--- src/tees_pkg.sv ---
package tees_pkg;

   // Item codes handed from the front to the back
   typedef enum logic [1:0] {
      CMD_PLAIN,
      CMD_ESCAPE,
      CMD_TAB,
      CMD_END
   } cmd_kind_type;

   typedef struct packed {
      cmd_kind_type kind;
      logic [7:0]   ch;
   } cmd_type;

   typedef struct packed {
      logic       list_mode;
      logic [5:0] tab_width;
      logic [7:0] fill_char;
   } cfg_type;

   typedef enum logic [1:0] {
      BK_IDLE,
      BK_ESC_HI,
      BK_ESC_LO,
      BK_FILL
   } back_state_type;

   // Register indexes on the configuration port
   localparam logic [1:0] REG_LIST_MODE = 2'd0;
   localparam logic [1:0] REG_TAB_WIDTH = 2'd1;
   localparam logic [1:0] REG_FILL_CHAR = 2'd2;

   localparam int CsrAddrW = 4;
   localparam int CsrDataW = 32;

   localparam logic [5:0] TabWidthReset = 6'd8;
   localparam logic [7:0] FillCharReset = 8'd1;
   localparam logic [5:0] TabWidthMax   = 6'd32;

   localparam logic [6:0] LowSevenMask = 7'o177;
   localparam logic [6:0] TabCode      = 7'd9;
   localparam logic [7:0] CtrlLimit    = 8'd32;
   localparam logic [7:0] Backslash    = 8'h5C;
   localparam logic [7:0] AsciiZero    = 8'h30;
   localparam logic [2:0] OctalMask    = 3'o7;

   // Command queue: depth must stay a power of two
   localparam int QueueDepth = 2;
   localparam int QueueIdxW  = 1;
   localparam int QueueCntW  = 2;

   // Result packing: char_out, column_count, overflow, zero pad
   localparam int CountW   = 11;
   localparam int RspDataW = 24;
   localparam int RspPadW  = RspDataW - 8 - CountW - 1;

endpackage

--- src/tees_front.sv ---
module tees_front (
   input  logic           req_tvalid,
   output logic           req_tready,
   input  logic [7:0]     req_tdata,
   input  tees_pkg::cfg_type cfg,
   output logic           push_valid,
   input  logic           push_ready,
   output tees_pkg::cmd_type push_cmd
);
   import tees_pkg::*;

   logic [6:0] low7;

   assign low7       = req_tdata[6:0] & LowSevenMask;
   assign req_tready = push_ready;
   assign push_valid = req_tvalid;

   always_comb begin
      push_cmd.ch = req_tdata;
      if (low7 == 7'd0) begin
         push_cmd.kind = CMD_END;
      end else if (cfg.list_mode) begin
         push_cmd.kind = (req_tdata < CtrlLimit) ? CMD_ESCAPE : CMD_PLAIN;
      end else if (low7 == TabCode) begin
         push_cmd.kind = CMD_TAB;
      end else begin
         push_cmd.kind = CMD_PLAIN;
      end
   end

endmodule

--- src/tees_cmd_queue.sv ---
module tees_cmd_queue (
   input  logic              clock,
   input  logic              reset,
   input  logic              push_valid,
   output logic              push_ready,
   input  tees_pkg::cmd_type push_cmd,
   output logic              pop_valid,
   input  logic              pop_ready,
   output tees_pkg::cmd_type pop_cmd
);
   import tees_pkg::*;

   cmd_type              slot_ff [QueueDepth];
   logic [QueueIdxW-1:0] wr_ptr_ff, wr_ptr_in;
   logic [QueueIdxW-1:0] rd_ptr_ff, rd_ptr_in;
   logic [QueueCntW-1:0] count_ff, count_in;
   logic                 do_push, do_pop;

   assign push_ready = (count_ff != QueueCntW'(QueueDepth));
   assign pop_valid  = (count_ff != '0);
   assign pop_cmd    = slot_ff[rd_ptr_ff];
   assign do_push    = push_valid && push_ready;
   assign do_pop     = pop_valid && pop_ready;

   always_comb begin
      wr_ptr_in = do_push ? wr_ptr_ff + 1'b1 : wr_ptr_ff;
      rd_ptr_in = do_pop  ? rd_ptr_ff + 1'b1 : rd_ptr_ff;
      count_in  = count_ff;
      if (do_push && !do_pop) begin
         count_in = count_ff + 1'b1;
      end else if (do_pop && !do_push) begin
         count_in = count_ff - 1'b1;
      end
   end

   always_ff @(posedge clock) begin
      if (reset) begin
         wr_ptr_ff <= '0;
         rd_ptr_ff <= '0;
         count_ff  <= '0;
      end else begin
         wr_ptr_ff <= wr_ptr_in;
         rd_ptr_ff <= rd_ptr_in;
         count_ff  <= count_in;
      end
   end

   always_ff @(posedge clock) begin
      if (do_push) begin
         slot_ff[wr_ptr_ff] <= push_cmd;
      end
   end

endmodule

--- src/tees_back.sv ---
module tees_back #(
   parameter int MAX_COLUMNS = 1024
) (
   input  logic                          clock,
   input  logic                          reset,
   input  tees_pkg::cfg_type             cfg,
   input  logic                          q_valid,
   output logic                          q_ready,
   input  tees_pkg::cmd_type             q_cmd,
   output logic                          rsp_tvalid,
   input  logic                          rsp_tready,
   output logic [tees_pkg::RspDataW-1:0] rsp_tdata,
   output logic                          rsp_tlast
);
   import tees_pkg::*;

   localparam int ColW = $clog2(MAX_COLUMNS + 1);
   localparam int ExtW = ColW + CountW;
   localparam logic [ColW-1:0] ColMax = ColW'(MAX_COLUMNS);

   back_state_type      state_ff, state_in;
   logic [ColW-1:0]     column_ff, column_in;
   logic [4:0]          phase_ff, phase_in;
   logic                sat_ff, sat_in;
   logic [7:0]          ch_ff;
   logic                rsp_valid_ff, rsp_valid_in;
   logic [RspDataW-1:0] rsp_data_ff, rsp_data_in;
   logic                rsp_last_ff, rsp_last_in;

   logic                out_free;
   logic                emit, advance, line_done, pop;
   logic [7:0]          out_byte;
   logic [5:0]          eff_width, phase_inc;
   logic [4:0]          phase_next;
   logic [ExtW-1:0]     column_ext;

   assign out_free   = !rsp_valid_ff || rsp_tready;
   assign q_ready    = pop;
   assign column_ext = ExtW'(column_ff);

   always_comb begin
      if (cfg.tab_width == 6'd0) begin
         eff_width = 6'd1;
      end else if (cfg.tab_width > TabWidthMax) begin
         eff_width = TabWidthMax;
      end else begin
         eff_width = cfg.tab_width;
      end
      phase_inc  = {1'b0, phase_ff} + 6'd1;
      phase_next = (phase_inc >= eff_width) ? 5'd0 : phase_inc[4:0];
   end

   always_comb begin
      state_in  = state_ff;
      emit      = 1'b0;
      advance   = 1'b0;
      line_done = 1'b0;
      pop       = 1'b0;
      out_byte  = q_cmd.ch;
      case (state_ff)
         BK_IDLE: begin
            if (out_free && q_valid) begin
               pop  = 1'b1;
               emit = 1'b1;
               case (q_cmd.kind)
                  CMD_END: begin
                     line_done = 1'b1;
                  end
                  CMD_ESCAPE: begin
                     out_byte = Backslash;
                     advance  = 1'b1;
                     state_in = BK_ESC_HI;
                  end
                  CMD_TAB: begin
                     advance = 1'b1;
                     if (phase_next != 5'd0) begin
                        state_in = BK_FILL;
                     end
                  end
                  default: begin
                     advance = 1'b1;
                  end
               endcase
            end
         end
         BK_ESC_HI: begin
            out_byte = AsciiZero + {3'b000, ch_ff[7:3]};
            if (out_free) begin
               emit     = 1'b1;
               advance  = 1'b1;
               state_in = BK_ESC_LO;
            end
         end
         BK_ESC_LO: begin
            out_byte = AsciiZero + {5'b00000, ch_ff[2:0] & OctalMask};
            if (out_free) begin
               emit     = 1'b1;
               advance  = 1'b1;
               state_in = BK_IDLE;
            end
         end
         BK_FILL: begin
            out_byte = cfg.fill_char;
            if (out_free) begin
               emit    = 1'b1;
               advance = 1'b1;
               if (phase_next == 5'd0) begin
                  state_in = BK_IDLE;
               end
            end
         end
         default: begin
            state_in = BK_IDLE;
         end
      endcase
   end

   // Line state: saturate the column, wrap the phase, clear on the terminator
   always_comb begin
      column_in = column_ff;
      phase_in  = phase_ff;
      sat_in    = sat_ff;
      if (line_done) begin
         column_in = '0;
         phase_in  = '0;
         sat_in    = 1'b0;
      end else if (advance) begin
         phase_in = phase_next;
         if (column_ff >= ColMax) begin
            column_in = ColMax;
            sat_in    = 1'b1;
         end else begin
            column_in = column_ff + 1'b1;
         end
      end
   end

   always_comb begin
      rsp_valid_in = rsp_valid_ff;
      rsp_data_in  = rsp_data_ff;
      rsp_last_in  = rsp_last_ff;
      if (emit) begin
         rsp_valid_in = 1'b1;
         rsp_last_in  = line_done;
         if (line_done) begin
            rsp_data_in = {{RspPadW{1'b0}}, sat_ff, column_ext[CountW-1:0], out_byte};
         end else begin
            rsp_data_in = {{RspPadW{1'b0}}, 1'b0, {CountW{1'b0}}, out_byte};
         end
      end else if (rsp_tready) begin
         rsp_valid_in = 1'b0;
      end
   end

   always_ff @(posedge clock) begin
      if (reset) begin
         state_ff     <= BK_IDLE;
         column_ff    <= '0;
         phase_ff     <= '0;
         sat_ff       <= 1'b0;
         rsp_valid_ff <= 1'b0;
      end else begin
         state_ff     <= state_in;
         column_ff    <= column_in;
         phase_ff     <= phase_in;
         sat_ff       <= sat_in;
         rsp_valid_ff <= rsp_valid_in;
      end
   end

   always_ff @(posedge clock) begin
      if (pop) begin
         ch_ff <= q_cmd.ch;
      end
      rsp_data_ff <= rsp_data_in;
      rsp_last_ff <= rsp_last_in;
   end

   assign rsp_tvalid = rsp_valid_ff;
   assign rsp_tdata  = rsp_data_ff;
   assign rsp_tlast  = rsp_last_ff;

endmodule

--- src/tab_expand_escape_stream.sv ---
// Expands a byte stream line by line. Each request is one source byte; results are
// output bytes, one per cycle at most. An ordinary byte gives one byte, an escaped
// control byte in list mode three bytes (backslash and two octal digits), and a tab
// in normal mode the tab byte plus one fill byte per column up to the next tab stop (at
// most 32 bytes, as the tab stop is held to 1..32 columns). The back-end sequencer,
// which owns the column and phase state and emits through a single output register,
// produces these bytes; a two-entry command queue lets the input keep flowing while it
// works. A byte with its low seven bits clear ends the line and carries the line
// length (saturating at MAX_COLUMNS, with the overflow flag) in its result. Write
// configuration only while the block is idle.
module tab_expand_escape_stream #(
   parameter int MAX_COLUMNS = 1024
) (
   input  logic                          clock,
   input  logic                          reset,
   input  logic                          req_tvalid,
   output logic                          req_tready,
   input  logic [7:0]                    req_tdata,  // [7:0] char_in
   output logic                          rsp_tvalid,
   input  logic                          rsp_tready,
   // [7:0] char_out, [18:8] column_count, [19] overflow, [23:20] zero
   output logic [tees_pkg::RspDataW-1:0] rsp_tdata,
   output logic                          rsp_tlast,  // line_end
   input  logic                          csr_psel,
   input  logic                          csr_penable,
   input  logic                          csr_pwrite,
   input  logic [tees_pkg::CsrAddrW-1:0] csr_paddr,
   input  logic [tees_pkg::CsrDataW-1:0] csr_pwdata,
   output logic [tees_pkg::CsrDataW-1:0] csr_prdata,
   output logic                          csr_pready
);
   import tees_pkg::*;

   logic       list_mode_ff, list_mode_in;
   logic [5:0] tab_width_ff, tab_width_in;
   logic [7:0] fill_char_ff, fill_char_in;
   logic       csr_write;
   logic [1:0] csr_index;
   cfg_type    cfg;

   logic       push_valid, push_ready;
   cmd_type    push_cmd;
   logic       q_valid, q_ready;
   cmd_type    q_cmd;

   assign csr_pready = 1'b1;
   assign csr_write  = csr_psel && csr_penable && csr_pwrite;
   assign csr_index  = csr_paddr[3:2];

   always_comb begin
      list_mode_in = list_mode_ff;
      tab_width_in = tab_width_ff;
      fill_char_in = fill_char_ff;
      if (csr_write) begin
         case (csr_index)
            REG_LIST_MODE: list_mode_in = csr_pwdata[0];
            REG_TAB_WIDTH: tab_width_in = csr_pwdata[5:0];
            REG_FILL_CHAR: fill_char_in = csr_pwdata[7:0];
            default: begin
            end
         endcase
      end
   end

   always_comb begin
      case (csr_index)
         REG_LIST_MODE: csr_prdata = CsrDataW'(list_mode_ff);
         REG_TAB_WIDTH: csr_prdata = CsrDataW'(tab_width_ff);
         REG_FILL_CHAR: csr_prdata = CsrDataW'(fill_char_ff);
         default:       csr_prdata = '0;
      endcase
   end

   always_ff @(posedge clock) begin
      if (reset) begin
         list_mode_ff <= 1'b0;
         tab_width_ff <= TabWidthReset;
         fill_char_ff <= FillCharReset;
      end else begin
         list_mode_ff <= list_mode_in;
         tab_width_ff <= tab_width_in;
         fill_char_ff <= fill_char_in;
      end
   end

   assign cfg.list_mode = list_mode_ff;
   assign cfg.tab_width = tab_width_ff;
   assign cfg.fill_char = fill_char_ff;

   tees_front u_front (
      .req_tvalid (req_tvalid),
      .req_tready (req_tready),
      .req_tdata  (req_tdata),
      .cfg        (cfg),
      .push_valid (push_valid),
      .push_ready (push_ready),
      .push_cmd   (push_cmd)
   );

   tees_cmd_queue u_queue (
      .clock      (clock),
      .reset      (reset),
      .push_valid (push_valid),
      .push_ready (push_ready),
      .push_cmd   (push_cmd),
      .pop_valid  (q_valid),
      .pop_ready  (q_ready),
      .pop_cmd    (q_cmd)
   );

   tees_back #(
      .MAX_COLUMNS (MAX_COLUMNS)
   ) u_back (
      .clock      (clock),
      .reset      (reset),
      .cfg        (cfg),
      .q_valid    (q_valid),
      .q_ready    (q_ready),
      .q_cmd      (q_cmd),
      .rsp_tvalid (rsp_tvalid),
      .rsp_tready (rsp_tready),
      .rsp_tdata  (rsp_tdata),
      .rsp_tlast  (rsp_tlast)
   );

endmodule

--- config.mk ---
export PLATFORM = sky130hd
export DESIGN_NAME = tab_expand_escape_stream
export DESIGN_NICKNAME = d
export VERILOG_FILES = /design/src/tees_pkg.sv /design/src/tees_front.sv /design/src/tees_cmd_queue.sv /design/src/tees_back.sv /design/src/tab_expand_escape_stream.sv
export SDC_FILE = /design/constraint.sdc
export NUM_CORES = 1
export LEC_CHECK = 0
export ABC_AREA = 0
export BUFFER_PORTS_ARGS = -buffer_cell sky130_fd_sc_hd__clkbuf_2
export CORE_MARGIN = 2
export CORE_UTILIZATION = 30
export DETAILED_ROUTE_END_ITERATION = 12
export PLACE_DENSITY_LB_ADDON = 0.3
export SLEW_MARGIN = 20
export SYNTH_ARGS = -nofsm -noshare
export SYNTH_HDL_FRONTEND = slang
export SYNTH_SLANG_ARGS = --single-unit
--- constraint.sdc ---
create_clock -name clock -period 2.2 [get_ports clock]
set_input_delay 0.66 -clock clock [delete_from_list [all_inputs] [get_ports clock]]
set_output_delay 0.66 -clock clock [all_outputs]
set_load 0.01 [all_outputs]
* After elaboration in Yosys (flattened, before gate mapping) *
Memory sizes are Yosys's and may differ from the RTL's. A register that Yosys moved wholly into a read port is not among the register bits.
Cells that the tools add are included.

storage, ports and cells
  output and inout port bits = 60
  RAM bits = 20
  memories kept = 1
  register bits after elaboration = 72
  logic and storage cells = 110
  input port bits = 51

memory list
  name             depth  width  read ports  clocked after Yosys merged registers in  wr ports  line                  text
  u_queue.slot_ff  2      10     1           1                                        1         tees_cmd_queue.sv:13  cmd_type slot_ff [QueueDepth];

operators by class
  reductions and logical operators = 27
  mux-type cells = 38
  $lt $le $gt $ge = 4
  $add $sub $neg = 8
  equal/unequal tests = 17

operators with widths
  kind                     count
  $pmux W8 S4              1
  $pmux W8 S3              1
  $mux W2                  11
  $mux W8                  2
  $mux W1                  15
  $mux W6                  2
  $add A11 B1 Y11 const B  1
  $ge A11 B11 Y1 const B   1
  $mux W11                 1
  $eq A2 B2 Y1 const B     5
  $ne A2 B1 Y1 const B     5
  $lt A8 B6 Y1 const B     1
  $pmux W2 S4              1
  $reduce_and A2 Y1        4
  $add A6 B3 Y7 const A    1
  $add A6 B5 Y7 const A    1
  $eq A7 B4 Y1 const B     1
  $logic_and A1 B1 Y1      7
  $logic_not A7 Y1         1
  $reduce_and A7 Y1        1
  $add A5 B1 Y6 const B    1
  $eq A2 B1 Y1 const B     3
  $ge A6 B6 Y1             1
  $gt A6 B6 Y1 const B     1
  other kinds (18)         25

* Depth between registers and ports, before layout *
  depth in word-level cells = 10
  mapped depth = 11
  depth with buffers taken out = 10

* Modules after synthesis *
A second synthesis with hierarchy kept.

unflattened totals
  cell total of the unflattened synthesis = 418
  area total of the unflattened synthesis = 4466.8 µm²

modules (own cells, without submodules)
  module                    cells an instance  area an instance (µm²)  instances
  tees_back                 242                2433.6                  1
  tab_expand_escape_stream  104                962.2                   1
  tees_cmd_queue            55                 940.9                   1
  tees_front                17                 130.1                   1

* Worst setup path after synthesis *
Ideal clock, no wire load.

  path type = input to register
  from = input port rsp_tready
  to = register u_queue.count_ff[1]
  cell stages on the path = 7
  data arrival time = 2.278 ns
  buffers on the path = 0
  path slack = -0.149 ns
  cell sequence = nand2b_1 > o21ai_1 > nor2_1 > inv_1 > ha_1 > or3_1 > a21oi_1

on the way
  longest elaborated chain between the ends = 8

ends and longest elaborated chain
  element                                        line                            text
  from (decl)                                    tab_expand_escape_stream.sv:20  input logic rsp_tready,
  $logic_or A1 B1 Y1 (*)                         tees_back.sv:37                 assign out_free = !rsp_valid_ff || rsp_tready;
  $logic_and A1 B1 Y1 (*)                        tees_back.sv:62                 if (out_free && q_valid) begin
  $mux W1 (*)                                    tees_back.sv:62
  $mux W1 (*)                                    tees_back.sv:60                 case (state_ff)
  via q_ready                                    tab_expand_escape_stream.sv:43  logic q_valid, q_ready;
  $logic_and A1 B1 Y1 (*)                        tees_cmd_queue.sv:23            assign do_pop = pop_valid && pop_ready;
  $logic_not A1 Y1                               tees_cmd_queue.sv:29            if (do_push && !do_pop) begin
  $logic_and A1 B1 Y1                            tees_cmd_queue.sv:29
  $mux W2 or $reduce_bool A2 Y1 (tied branches)  n/a
  to (signal assigned)                           tees_cmd_queue.sv:44            count_ff <= count_in;
  to (decl)                                      tees_cmd_queue.sv:16            logic [QueueCntW-1:0] count_ff, count_in;

Mark *: on every way through the listed nets, which the timed path passes. The rest lies on a longest branch.
A chain may end at the register's enable or synchronous reset.

* Worst setup path in the final report *
  from = register u_back.phase_ff[1]
  to = register u_back.state_ff[1]

on the way
  longest elaborated chain between the ends = 6

ends and longest elaborated chain
  element                                                 line                               text
  from (decl)                                             tees_back.sv:23                    logic [4:0] phase_ff, phase_in;
  from (signal assigned)                                  tees_back.sv:165                   phase_ff <= phase_in;
  $add A5 B1 Y6 (*)                                       tees_back.sv:49                    phase_inc = {1'b0, phase_ff} + 6'd1;
  $ge A6 B6 Y1                                            tees_back.sv:50                    phase_next = (phase_inc >= eff_width) ? 5'd0 : phase_inc[4:0];
  $mux W5 (*)                                             tees_back.sv:50
  $reduce_bool A5 Y1 or $logic_not A5 Y1 (tied branches)  tees_back.sv:76, tees_back.sv:107
  $ne A3 B2 Y1 (no line) or $ne A2 B1 Y1 (tied branches)  n/a
  $reduce_and A7 Y1 (no line) (*)                         n/a
  to (signal assigned)                                    tees_back.sv:163                   state_ff <= state_in;
  to (decl)                                               tees_back.sv:21                    back_state_type state_ff, state_in;

Every way passes the cells marked *; elsewhere a longest branch is shown, timed or not.

==> flow_summary.ini <==
[routing]
drcViolationCount = 0
wl_met2_mm = 4.308
avgRoutedWirePerCell_um = 13.33
ant_nets = 0
drt-met1-wl_mm = 4.036
drtPass1Iterations = 4
routed_wl_mm = 8.916
maxUsedRoutingLayer = met4
first_iter_violations = 133
num_vias = 3015
wl_met3_um = 440
vias_per_cell = 4.507

[global_routing]
gr-usage-all-layers_pct = 11.73
antenna_found_initial = 0
grt_max_degree = 24
grt_first_pass_wirelength_mm = 13.72
grt_pass1_vias = 2804
grt-ovfl-total = 0

[floorplan]
fp-row-count = 43
die_area_um2 = 15380
core-area_um2 = 13990
die_h_um = 124.0
ios = 111
start_util_pct = 30.89
die_w_um = 124.0

[setup_path]
worstPathMaxFanout = 5
critical-path-top-cell-by-count = buf_4
cp-start-kind = flop
max_stage_delay_ns = 0.32
path_class = flop to flop
required_ns = 2.41
worstPathArrival_ns = 2.32
path_cells = buf_4 > ha_1 > buf_4 > xor2_1 > ha_1 > nand2_2 > nor2_4 > a221oi_2 > buf_4 > o31ai_1 > a21oi_2
cp-end-kind = flop
slowest_stage = dfxtp_2

[timing]
post-route-min-period_ns = 2.113
fmax_ghz = 0.4733
finalSetupViolCount = 0
whs_ns = 0.4667
slew_violations = 0
worstMarginPinSlew_ns = 0.5387
post-route-period-util_pct = 96.03
finalHoldViolations = 0
maxSlewHeadroom_pct = 63.96
finClkSkew_ns = 0.008287
rsz0062_at_grt = yes

[layout]
diodes = 0
fin_cells = 669
final_util_pct = 37.86
drive_above_1_share_pct = 29.24
areaGrowthSynthToFinish_pct = 22.55
nets = 548

[synthesis]
synth_top_area_cell = edfxtp_1
yosys_warnings = 0
synth_cells = 398
yosysMostFrequentCell = edfxtp_1
yosysTopAreaCellShare_pct = 34.05
syn_area_per_cell_um2 = 10.86
synthTopCellsByCount = edfxtp_1, nor2_1, dfxtp_1, nand2_1, buf_4
synth_edf_count = 49
synth_ff_type = edfxtp_1
synth_area_leaders = edfxtp_1, dfxtp_1, buf_4, mux2i_1, nor2_1
synthArstFlopShare_pct = 0
seq_area_frac_synth_pct = 52.58
syn_area_um2 = 4322
synth_cell_types = 56
synth_seq_cells = 89

[power_and_ir_drop]
power_leakage_uw = 0.002134
ir_drop_uv = 536.6
cellPowerDensity_nw_per_um2 = 1152

[cts]
clk_latency_ns = 0.34
cts_root_buffer = clkbuf_16
htreeDepth = 3
cts_buffers = 9
clk_path_buf_depth = 2
clkTransAtPathRegs_ns = 0.06
cts_tree = built
clock-sinks = 89

[outcome]
status = finished clean

[placement]
place.gp.congestion = 0.7651
dp_hpwl_mm = 6.585
dp.cells = 651
numPortBuffers = 55

[worst_hold_path]
hp-class = flop to flop

[flow_run]
drv_cap = 0
[worst max-delay path: cells and delay by family, from the launching register on]
| kind | cells | cell delay (ns) |
|---|---|---|
| and+or+nand+nor | 2 | 0.19 |
| DFF | 1 | 0.32 |
| buffers and inverters | 3 | 0.44 |
| xor gates and xnor gates | 1 | 0.15 |
| AOI/OAI and AO/OA | 3 | 0.41 |
| adders and majority gates | 2 | 0.48 |
[power breakdown]
group,switching [µW],total (µW),internal [µW]
sequential,154,2480,2320
clock,623,1500,882
combinational,1270,2120,848
[cell usage in the layout, fill, tap and decap left out, drive strengths merged, types with 4 or more instances in the layout]
cell,instances
clkbuf,65
edfxtp,49
nor2,44
dfxtp,40
buf,37
nand2,30
conb,29
mux2i,18
and2,18
o21ai,18
a21oi,16
ha,13
xor2,12
mux2,10
inv,9
nand3,6
a22o,5
nand2b,5
nor2b,5
nor3,5
and3,4
o2111ai,4
xnor2,4
[layer usage]
metal | up-vias | track usage [%]
met5 | - | 0
met4 | 0 | 4.073
met3 | 9 | 3.068
met2 | 67 | 19.16
met1 | 1414 | 15.06
li1 | 1525 | -
[what timing repair did]
action | in CTS | in global routing
pin swaps | 0 | 9
buffers inserted | 0 | 2
resized for setup | 3 | 22
hold buffers | 0 | 0
setup endpoints to repair | 4 | 13
[state kept, by name, summed over array words and instances (netlist names), named ones only]
register           count
u_back.rsp_tlast       1
u_back.sat_ff          1
u_back.phase_ff        5
u_back.state_ff        2
list_mode_ff           1
u_queue.wr_ptr_ff      1
u_queue.count_ff       2
tab_width_ff           6
u_back.rsp_tvalid      1
u_back.ch_ff           8
fill_char_ff           8
u_queue.slot_ff       20
u_queue.rd_ptr_ff      1
u_back.column_ff      11
u_back.rsp_tdata      20
[area by class of cell]
| type | instances | area, µm² |
|---|---|---|
| Clock buffer | 10 | 229.0 |
| Clock inverter | 6 | 66.31 |
| Fill cell | 1398 | 8692 |
| Inverter | 9 | 33.78 |
| Multi-Input combinational cell | 283 | 1908 |
| Sequential cell | 89 | 2277 |
| Tap cell | 180 | 225.2 |
| Timing Repair Buffer | 92 | 556.8 |
[path summary, 6_finish.rpt]
path,from,to,slack (ns),depth (start not counted)
setup / recovery,u_back.phase_ff[1]$_SDFFE_PP0P_,u_back.state_ff[1]$_SDFFE_PP0P_,0.09,11
hold / removal,u_back.sat_ff$_SDFFE_PP0P_,u_back.sat_ff$_SDFFE_PP0P_,0.47,2
setup reg to reg,u_back.phase_ff[1]$_SDFFE_PP0P_,u_back.state_ff[1]$_SDFFE_PP0P_,0.09,11
hold reg to reg,u_back.sat_ff$_SDFFE_PP0P_,u_back.sat_ff$_SDFFE_PP0P_,0.47,2
[cells by family after synthesis]
kind of cell	after synthesis	share of synthesized area [%]
simple gates	133	15.63
flops	89	52.58
compound gates	63	9.439
buf+inv	53	7.875
mux	29	7.296
xor+xnor	16	3.243
fa+ha+maj	13	3.764
other cells	2	0.1738
[stage by stage]
| step | setup WS, ns | TNS (ns) | total power [µW] | instance area [µm²] |
|---|---|---|---|---|
| after global placement | 0.01059 | 0 | 4527 | 4882 |
| after CTS | -0.01387 | -0.01387 | 6120 | 5190 |
| after global routing | -0.05007 | -0.1385 | 6480 | 5296 |
| final | 0.08729 | 0 | 6100 | 5296 |
| after floorplan | 0.01749 | 0 | 3822 | 4427 |
| after detailed placement | -0.03729 | -0.06312 | 4577 | 4882 |
Power figures use the tool's default switching activity.
